===== src/design/scfp_pkg.sv =====
// Shared package for the sync checksum frame parser.
// Holds field widths, reset values, register indexes and the inter-module structs.
package scfp_pkg;

    localparam int DATA_W           = 8;
    localparam int IDX_W            = 5;
    localparam int ERR_W            = 16;
    localparam int TDATA_W          = 32;
    localparam int FRAME_LENGTH_DEF = 30;
    localparam int CFG_IDX_W        = 1;

    localparam logic [DATA_W-1:0]    SYNC_FIRST_RST  = 8'h88;
    localparam logic [DATA_W-1:0]    SYNC_SECOND_RST = 8'hAF;
    localparam logic [ERR_W-1:0]     ERR_MAX         = 16'hFFFF;
    localparam logic [CFG_IDX_W-1:0] CFG_SYNC_FIRST  = 1'b0;
    localparam logic [CFG_IDX_W-1:0] CFG_SYNC_SECOND = 1'b1;

    typedef struct packed {
        logic             valid;
        logic             good;
        logic [ERR_W-1:0] err_count;
    } t_frame_end;

    typedef struct packed {
        logic busy;
        logic out_full;
    } t_emit_stat;

endpackage


===== src/design/scfp_ram.sv =====
// Generic single-port-write, single-port-read RAM with registered read data.
// No dependencies.
module scfp_ram #(
    parameter int WIDTH = 8,
    parameter int DEPTH = 31
) (
    input  logic                     i_clk,
    input  logic                     i_we,
    input  logic [$clog2(DEPTH)-1:0] i_waddr,
    input  logic [WIDTH-1:0]         i_wdata,
    input  logic                     i_re,
    input  logic [$clog2(DEPTH)-1:0] i_raddr,
    output logic [WIDTH-1:0]         o_rdata
);

    logic [WIDTH-1:0] r_mem [DEPTH];
    logic [WIDTH-1:0] r_rdata;

    always_ff @(posedge i_clk) begin
        if (i_we) begin
            r_mem[i_waddr] <= i_wdata;
        end
        if (i_re) begin
            r_rdata <= r_mem[i_raddr];
        end
    end

    assign o_rdata = r_rdata;

endmodule


===== src/design/scfp_collect.sv =====
// Input side: sync hunt, frame byte store writes, running checksum, failure counter.
// Depends on scfp_pkg; writes the frame store held in scfp_ram.
module scfp_collect
    import scfp_pkg::*;
#(
    parameter int FRAME_LENGTH = FRAME_LENGTH_DEF,
    localparam int CNT_W = $clog2(FRAME_LENGTH + 1)
) (
    input  logic                 i_clk,
    input  logic                 i_rst_n,
    input  logic                 i_cfg_we,
    input  logic [CFG_IDX_W-1:0] i_cfg_idx,
    input  logic [DATA_W-1:0]    i_cfg_wdata,
    input  logic                 i_s_tvalid,
    input  logic [DATA_W-1:0]    i_s_tdata,
    output logic                 o_s_tready,
    input  t_emit_stat           i_emit_stat,
    output logic                 o_ram_we,
    output logic [CNT_W-1:0]     o_ram_waddr,
    output logic [DATA_W-1:0]    o_ram_wdata,
    output t_frame_end           o_frame_end
);

    localparam logic [CNT_W-1:0] LAST_POS = CNT_W'(FRAME_LENGTH);

    logic [DATA_W-1:0] r_sync_first, r_sync_second;
    logic [DATA_W-1:0] r_prev, r_check_sum, r_psum;
    logic              r_in_frame;
    logic [CNT_W-1:0]  r_count;
    logic [ERR_W-1:0]  r_fail;

    logic              take, hit, in_frame_now, frame_end, good;
    logic [DATA_W-1:0] pair_sum, cs_eff, total;
    logic [ERR_W-1:0]  fail_inc;

    assign o_s_tready   = !i_emit_stat.busy && (r_count != LAST_POS || !i_emit_stat.out_full);
    assign take         = i_s_tvalid && o_s_tready;
    assign hit          = (i_s_tdata == r_sync_second) && (r_prev == r_sync_first);
    assign pair_sum     = r_sync_first + r_sync_second;
    assign in_frame_now = r_in_frame || hit;
    assign frame_end    = take && in_frame_now && (r_count == LAST_POS);
    assign cs_eff       = hit ? pair_sum : r_check_sum;
    assign total        = cs_eff + r_psum;
    assign good         = (total == i_s_tdata);
    assign fail_inc     = (r_fail == ERR_MAX) ? r_fail : r_fail + 1'b1;

    assign o_ram_we    = take && in_frame_now;
    assign o_ram_waddr = r_count;
    assign o_ram_wdata = i_s_tdata;

    assign o_frame_end.valid     = frame_end;
    assign o_frame_end.good      = good;
    assign o_frame_end.err_count = good ? r_fail : fail_inc;

    always_ff @(posedge i_clk) begin
        if (!i_rst_n) begin
            r_sync_first  <= SYNC_FIRST_RST;
            r_sync_second <= SYNC_SECOND_RST;
            r_prev        <= '0;
            r_check_sum   <= SYNC_FIRST_RST + SYNC_SECOND_RST;
            r_psum        <= '0;
            r_in_frame    <= 1'b0;
            r_count       <= '0;
            r_fail        <= '0;
        end else begin
            if (i_cfg_we) begin
                case (i_cfg_idx)
                    CFG_SYNC_FIRST:  r_sync_first  <= i_cfg_wdata;
                    CFG_SYNC_SECOND: r_sync_second <= i_cfg_wdata;
                    default: ;
                endcase
            end
            if (take) begin
                r_prev <= i_s_tdata;
                if (hit) begin
                    r_check_sum <= pair_sum;
                end
                if (in_frame_now) begin
                    if (r_count == LAST_POS) begin
                        r_in_frame <= 1'b0;
                        r_count    <= '0;
                        r_psum     <= '0;
                        if (!good) begin
                            r_fail <= fail_inc;
                        end
                    end else begin
                        r_in_frame <= 1'b1;
                        r_count    <= r_count + 1'b1;
                        if (r_count != '0) begin
                            r_psum <= r_psum + i_s_tdata;
                        end
                    end
                end
            end
        end
    end

endmodule


===== src/design/scfp_emit.sv =====
// Output side: reads payload bytes back from the frame store and drives the result register.
// Depends on scfp_pkg; reads the frame store held in scfp_ram.
module scfp_emit
    import scfp_pkg::*;
#(
    parameter int FRAME_LENGTH = FRAME_LENGTH_DEF,
    localparam int CNT_W = $clog2(FRAME_LENGTH + 1)
) (
    input  logic              i_clk,
    input  logic              i_rst_n,
    input  t_frame_end        i_frame_end,
    output t_emit_stat        o_emit_stat,
    output logic              o_ram_re,
    output logic [CNT_W-1:0]  o_ram_raddr,
    input  logic [DATA_W-1:0] i_ram_rdata,
    output logic              o_m_tvalid,
    input  logic              i_m_tready,
    output logic [DATA_W-1:0] o_payload_byte,
    output logic [IDX_W-1:0]  o_byte_index,
    output logic              o_last,
    output logic              o_frame_good,
    output logic [ERR_W-1:0]  o_error_count
);

    localparam logic [CNT_W-1:0] END_ADDR  = CNT_W'(FRAME_LENGTH);
    localparam logic [CNT_W-1:0] LAST_ADDR = CNT_W'(FRAME_LENGTH - 1);

    typedef enum logic {
        E_IDLE,
        E_RUN
    } t_state;

    t_state           r_state;
    logic [CNT_W-1:0] r_rd_addr, r_pend_addr;
    logic             r_pend, r_out_valid;
    logic [ERR_W-1:0] r_err;

    logic             take, land, issue;
    logic [CNT_W-1:0] pend_pos;

    assign take     = r_out_valid && i_m_tready;
    assign land     = r_pend && (!r_out_valid || take);
    assign issue    = (r_state == E_RUN) && (r_rd_addr != END_ADDR) && (!r_pend || land);
    assign pend_pos = r_pend_addr - 1'b1;

    assign o_ram_re    = issue;
    assign o_ram_raddr = r_rd_addr;
    assign o_m_tvalid  = r_out_valid;

    assign o_emit_stat.busy     = (r_state == E_RUN);
    assign o_emit_stat.out_full = r_out_valid;

    always_ff @(posedge i_clk) begin
        if (!i_rst_n) begin
            r_state     <= E_IDLE;
            r_pend      <= 1'b0;
            r_out_valid <= 1'b0;
            r_rd_addr   <= '0;
        end else begin
            if (issue) begin
                r_rd_addr   <= r_rd_addr + 1'b1;
                r_pend_addr <= r_rd_addr;
            end
            r_pend <= issue || (r_pend && !land);

            if (land) begin
                r_out_valid    <= 1'b1;
                o_payload_byte <= i_ram_rdata;
                o_byte_index   <= IDX_W'(pend_pos);
                o_last         <= (r_pend_addr == LAST_ADDR);
                o_frame_good   <= 1'b1;
                o_error_count  <= r_err;
            end else if (i_frame_end.valid && !i_frame_end.good) begin
                r_out_valid    <= 1'b1;
                o_payload_byte <= '0;
                o_byte_index   <= '0;
                o_last         <= 1'b1;
                o_frame_good   <= 1'b0;
                o_error_count  <= i_frame_end.err_count;
            end else if (take) begin
                r_out_valid <= 1'b0;
            end

            case (r_state)
                E_IDLE: begin
                    if (i_frame_end.valid && i_frame_end.good) begin
                        r_state   <= E_RUN;
                        r_rd_addr <= CNT_W'(1);
                        r_err     <= i_frame_end.err_count;
                    end
                end
                E_RUN: begin
                    if (land && r_pend_addr == LAST_ADDR) begin
                        r_state <= E_IDLE;
                    end
                end
                default: r_state <= E_IDLE;
            endcase
        end
    end

endmodule


===== src/design/sync_checksum_frame_parser_core.sv =====
// Top level of the sync checksum frame parser: collector, frame store RAM, emitter.
// Depends on scfp_pkg, scfp_ram, scfp_collect and scfp_emit.
// A good frame's first payload beat passes the emitter state, frame store read and
// output registers after its checksum beat; an error beat is registered straight into
// the output register. Payload beats then follow one per cycle while the sink is ready.
// Throughput: one input beat per cycle while collecting; stalls while the store drains.
// Reset (synchronous, active low) restores sync bytes 0x88/0xAF and clears the counters.
module sync_checksum_frame_parser_core
    import scfp_pkg::*;
#(
    parameter int FRAME_LENGTH = FRAME_LENGTH_DEF
) (
    input  logic                 i_clk,
    input  logic                 i_rst_n,
    input  logic                 i_cfg_we,
    input  logic [CFG_IDX_W-1:0] i_cfg_idx,
    input  logic [DATA_W-1:0]    i_cfg_wdata,
    input  logic                 i_s_tvalid,
    output logic                 o_s_tready,
    input  logic [DATA_W-1:0]    i_s_tdata,   // [7:0] data_byte
    output logic                 o_m_tvalid,
    input  logic                 i_m_tready,
    output logic [TDATA_W-1:0]   o_m_tdata,   // [7:0] payload_byte, [12:8] byte_index,
                                              // [28:13] error_count, [31:29] zero
    output logic                 o_m_tlast,
    output logic                 o_m_tuser    // [0] frame_good
);

    localparam int CNT_W = $clog2(FRAME_LENGTH + 1);

    t_frame_end        frame_end;
    t_emit_stat        emit_stat;
    logic              ram_we, ram_re;
    logic [CNT_W-1:0]  ram_waddr, ram_raddr;
    logic [DATA_W-1:0] ram_wdata, ram_rdata;
    logic [DATA_W-1:0] payload_byte;
    logic [IDX_W-1:0]  byte_index;
    logic [ERR_W-1:0]  error_count;

    scfp_collect #(.FRAME_LENGTH(FRAME_LENGTH)) u_collect (
        .i_clk       (i_clk),
        .i_rst_n     (i_rst_n),
        .i_cfg_we    (i_cfg_we),
        .i_cfg_idx   (i_cfg_idx),
        .i_cfg_wdata (i_cfg_wdata),
        .i_s_tvalid  (i_s_tvalid),
        .i_s_tdata   (i_s_tdata),
        .o_s_tready  (o_s_tready),
        .i_emit_stat (emit_stat),
        .o_ram_we    (ram_we),
        .o_ram_waddr (ram_waddr),
        .o_ram_wdata (ram_wdata),
        .o_frame_end (frame_end)
    );

    scfp_ram #(.WIDTH(DATA_W), .DEPTH(FRAME_LENGTH + 1)) u_store (
        .i_clk   (i_clk),
        .i_we    (ram_we),
        .i_waddr (ram_waddr),
        .i_wdata (ram_wdata),
        .i_re    (ram_re),
        .i_raddr (ram_raddr),
        .o_rdata (ram_rdata)
    );

    scfp_emit #(.FRAME_LENGTH(FRAME_LENGTH)) u_emit (
        .i_clk          (i_clk),
        .i_rst_n        (i_rst_n),
        .i_frame_end    (frame_end),
        .o_emit_stat    (emit_stat),
        .o_ram_re       (ram_re),
        .o_ram_raddr    (ram_raddr),
        .i_ram_rdata    (ram_rdata),
        .o_m_tvalid     (o_m_tvalid),
        .i_m_tready     (i_m_tready),
        .o_payload_byte (payload_byte),
        .o_byte_index   (byte_index),
        .o_last         (o_m_tlast),
        .o_frame_good   (o_m_tuser),
        .o_error_count  (error_count)
    );

    assign o_m_tdata = {3'b000, error_count, byte_index, payload_byte};

    a_no_intake_while_draining: assert property (@(posedge i_clk) disable iff (!i_rst_n)
        emit_stat.busy |-> !o_s_tready)
        else $error("input accepted while payload drains");

    a_error_beat_shape: assert property (@(posedge i_clk) disable iff (!i_rst_n)
        (o_m_tvalid && !o_m_tuser) |-> (o_m_tlast && o_m_tdata[12:0] == 13'd0))
        else $error("error beat not single, last and zero payload");

    a_last_good_index: assert property (@(posedge i_clk) disable iff (!i_rst_n)
        (o_m_tvalid && o_m_tuser && o_m_tlast) |-> (byte_index == IDX_W'(FRAME_LENGTH - 2)))
        else $error("last payload beat at wrong index");

endmodule


===== config.mk =====
export PLATFORM = sky130hd
export DESIGN_NAME = sync_checksum_frame_parser_core
export DESIGN_NICKNAME = d
export VERILOG_FILES = /design/src/design/scfp_pkg.sv /design/src/design/scfp_ram.sv /design/src/design/scfp_collect.sv /design/src/design/scfp_emit.sv /design/src/design/sync_checksum_frame_parser_core.sv
export SDC_FILE = /design/constraint.sdc
export NUM_CORES = 1
export LEC_CHECK = 0
export BUFFER_PORTS_ARGS = -buffer_cell sky130_fd_sc_hd__buf_2
export CORE_ASPECT_RATIO = 1.2
export CORE_UTILIZATION = 35
export CTS_BUF_LIST = sky130_fd_sc_hd__clkbuf_4 sky130_fd_sc_hd__clkbuf_8
export DETAILED_ROUTE_END_ITERATION = 10
export PLACE_DENSITY = 0.57
export SLEW_MARGIN = 20
export SYNTH_ARGS = -nofsm -noshare
export SYNTH_HDL_FRONTEND = slang
export SYNTH_SLANG_ARGS = --single-unit

===== constraint.sdc =====
create_clock -name i_clk -period 5.8 [get_ports i_clk]
set_input_delay 0.29 -clock i_clk [delete_from_list [all_inputs] [get_ports i_clk]]
set_output_delay 0.29 -clock i_clk [all_outputs]
set_load 0.01 [all_outputs]

==> impl.org <==
** Global routing
- met2 is the most crowded layer.
- Global routing consumed, on the met1 layer, 19.2% of the routing resources.
- In the global route stage, met2 resource usage came out at 27.8%.
- Met3 capacity usage during global routing :: 2.29%
- The first global-routing pass estimated 55,800 um of wire.
- The number of global-route vias before repair is 9,525.
- Global routing finished with a remaining overflow of 0.
- Number of antenna violations at the first check in global routing :: 1
- Entering global routing, the biggest net connects 48 pins.
- Global routing consumed, over all layers together, 15.8% of the routing resources.

** Synth
- Counting flops with an async set or reset pin after synthesis yields a share of 0%.
- Dominant cell by count in the synthesized netlist :: sky130_fd_sc_hd__edfxtp_1
- For this run, the number of Yosys warnings is 0.
- Each instance of the synthesized netlist takes up on average 14.4 sq um.
- Post-synthesis cell count :: 1,128
- Total standard cell area after synthesis :: 0.0163 sq mm
- Cell type with the largest total area after synthesis :: sky130_fd_sc_hd__edfxtp_1
- The most used flip-flop cell after synthesis is sky130_fd_sc_hd__edfxtp_1.
- The synthesized design contains 308 enable-type register cells.
- Top cell types by occurrence after synthesis :: sky130_fd_sc_hd__edfxtp_1, sky130_fd_sc_hd__nand2_1, sky130_fd_sc_hd__nor2_1, sky130_fd_sc_hd__mux4_2, sky130_fd_sc_hd__dfxtp_1
- Sequential-to-total area share from yosys stat :: 65.5%
- Flops & latches, synth :: 378
- The share of synthesized area in the top cell type comes to 56.9%.
- Largest cells by area after synthesis :: sky130_fd_sc_hd__edfxtp_1, sky130_fd_sc_hd__mux4_2, sky130_fd_sc_hd__dfxtp_1
- The synthesized netlist contains 55 unique library cells.

** Routing
- Drt total wl :: 36,400 um
- The count of nets left with antenna violations once routing finished came out at 0.
- First-pass DRT Iterations :: 5
- Violation count after the first detailed-route iteration :: 509
- Vias per cell :: 4.99
- The final route contains 9,384 vias.
- After detailed routing, the number of remaining DRC violations is 0.
- In the final routed layout, each cell accounts on average for 19.4 um.

** Worst setup path
- Cell-by-cell trace of the critical path :: ha_1, fa_1, a21o_1, a21oi_1, o21bai_1, a21oi_1, xnor2_1, mux2_2, ha_1, xor2_1, or4_1, nand3_1, nand4bb_1, nor2_1, and3_1
- Startpoint type of the worst setup path :: flip-flop
- Worst Path Arrival :: 5170 ps
- Source of the critical timing path :: u_collect.r_sync_second[0]
- For this design, the slowest cell found on the critical path is sky130_fd_sc_hd__and3_1.
- Together, buffers and inverters on the worst path number 0.
- In this run the worst path has a maximum fanout of 16.
- CP required :: 6050 ps
- The cell family contributing the most delay on the critical path is simple AND/OR/NAND/NOR gates.
- Kind of capture point of the worst setup path :: flip-flop
- The worst setup path is of the flip-flop to flip-flop kind.
- Launch instance of the worst register-to-register path :: u_collect.r_sync_second[0]
- For this run, the slowest stage of the critical path takes 750 ps.

** Floorplan
- The initial utilization of the core area, before any placement, comes to 35.5%.
- Placement Rows :: 86
- The floorplan step defined a die boundary enclosing 0.0473 sq mm.
- Vertical die dimension :: 238 um
- Die width :: 199 um
- The region available for standard cell placement spans 0.0458 sq mm.
- Number of I/O pins :: 58

** Clock tree
- For this design, the CTS-stage hold fixing added 10 buffers.
- Clock tree synthesis selected as its root buffer the cell sky130_fd_sc_hd__clkbuf_8.
- Source-to-sink clock delay at the later pin of the worst-skew pair :: 630 ps
- H-tree Lvls :: 2
- Buffers added to address setup during post-CTS repair amount to 0.
- Counting every sink on the clock net gives 378.
- CTS clk-pin slew, worst paths :: 60 ps
- TritonCTS built the clock tree.
- CTS Buffer Depth :: 3
- Resize count post-CTS :: 0
- CTS Buf Count :: 56

** Min path
- The worst hold path begins at i_cfg_idx.
- Kind of path behind the tightest hold check :: input pin to flip-flop

** Placement
- Cell area reported after detailed placement :: 0.0173 sq mm
- During placement, the flow inserted port buffers numbering 54.
- Number of instances in the placed design :: 1,764
- Timing analysis after detailed placement gives a worst setup slack of 847 ps.
- At the end of routability-driven placement, the weighted congestion stood at 0.768.
- Detailed placement ended at an HPWL of 23,500 um.

** Timing
- In the post-route analysis, the smallest setup slack over all paths is 881 ps.
- The final hold violation count came to 0.
- For this run, the top clock speed supported by timing is 203 MHz.
- Hold is met by 135 ps.
- For the finished layout, the period the worst path requires is 4920 ps.
- At the pin with the least slew margin, the transition time is 1050 ps.
- Headroom to the max-slew limit :: 29.5%
- Final period util :: 84.8%
- Unrepaired setup endpoints after global routing :: no
- Count of final setup violators :: 0
- The number of pins exceeding their max-slew limit in the final report came to 0.
- Final setup TNS :: 0 ps
- Clock skew on the completed layout was measured at 18.8 ps.

** Power
- The completed layout was analyzed and its total power is 5.32 mW.
- Leakage component of the power :: 5.99 nW
- VDD sags by at most 0.126 mV.
- Power per unit of standard cell area :: 287 mW/mm^2

** Run
- Max-cap check violation count :: 0

** Layout
- Utilization after layout :: 40.4%
- Number of nets in the finished design :: 1,271
- Proportion of layout cells with a drive suffix above 1 :: 21.4%
- Number of standard cells in the layout, taps in and fillers out :: 1,879
- After routing the design area is 0.0185 sq mm.
- Filler cells :: 4,334
- Relative to the synthesized area, the layout overhead comes to 13.9%.

** Status
- The run finished with clean final reports.
[power breakdown]
part	switching [mW]	internal (mW)
clock	1.01	1.20
combinational	0.104	0.0540
sequential	0.00999	2.93
total	1.13	4.19
[flip-flops by register name, indices dropped and copies added, names as in the netlist, 5 cells and up]
signal,flops
u_emit.r_pend_addr,5
u_collect.r_check_sum,8
u_emit.o_payload_byte,8
u_collect.r_psum,8
u_collect.r_sync_first,8
u_store.r_mem,248
u_collect.r_prev,8
u_emit.o_error_count,16
u_store.o_rdata,8
u_collect.o_ram_waddr,5
u_emit.o_byte_index,5
u_collect.r_fail,16
u_collect.r_sync_second,8
u_emit.r_err,16
u_emit.o_ram_raddr,5
[layer usage]
layer | wire, um | up-vias | share of wire [%]
met3 | 1260 | 71 | 3.5
met4 | 1200 | 0 | 3.3
met1 | 15000 | 4662 | 41
met5 | 0 | - | 0
met2 | 18900 | 176 | 52
li1 | - | 4475 | -
[cells in the final DEF, fill, tap and decap left out, drive strengths merged, types with 4 or more instances in the layout]
| master | synthesis | routed |
|---|---|---|
| edfxtp | 308 | 308 |
| nand2 | 116 | 116 |
| clkbuf | 43 | 84 |
| nor2 | 79 | 79 |
| buf | 13 | 74 |
| mux4 | 72 | 72 |
| dfxtp | 70 | 70 |
| a21oi | 60 | 60 |
| nand3 | 42 | 42 |
| xnor2 | 38 | 38 |
| o21ai | 33 | 33 |
| ha | 30 | 30 |
| inv | 21 | 22 |
| nor3 | 20 | 20 |
| clkinv | 0 | 17 |
| mux2 | 15 | 15 |
| a31oi | 14 | 14 |
| nand4 | 14 | 14 |
| or3 | 14 | 14 |
| xor2 | 14 | 14 |
| and2 | 13 | 13 |
| mux2i | 13 | 13 |
| and3 | 10 | 10 |
| dlygate4sd3 | 0 | 10 |
| or4 | 8 | 8 |
| o31ai | 7 | 7 |
| a21o | 6 | 6 |
| nor2b | 6 | 6 |
| o21a | 6 | 6 |
| nor4 | 6 | 6 |
| o211ai | 5 | 5 |
| nand2b | 4 | 4 |
[tightest hold or removal path: cells and delay by family]
family	cells	cell delay [ps]
buffers and inverters	1	110
AO/OA/AOI/OAI	1	50
AND/OR/NAND/NOR	2	260
[area by class of cell]
type	count	area [sq um]	share of cell area [%]
Sequential cell	378	10700	57.5
Multi-Input combinational cell	675	5340	28.8
Clock buffer	84	1010	5.43
Tap cell	616	771	4.16
Timing Repair Buffer	84	520	2.81
Clock inverter	20	151	0.817
Inverter	21	78.8	0.426
Antenna cell	1	2.50	0.0135
[kinds of logic after synthesis]
kind of cell,count (synthesis),share of synthesized area [%]
simple gates,344,9.98
flops,378,65.5
buf+inv,77,1.89
xor+xnor,52,2.85
compound gates,143,5.25
fa+ha+maj,33,2.68
mux,100,11.8
other cells,1,0.0231
[worst paths after layout]
kind	cells after the start	to	slack [ps]
worst max register to register	15	u_emit.r_err[10]	880
worst min register to register	2	u_collect.r_check_sum[6]	460
worst min-delay path	4	u_collect.r_sync_first[2]	130
worst max-delay path	15	u_emit.r_err[10]	880
No activity file was read; power rests on OpenSTA's default activity.
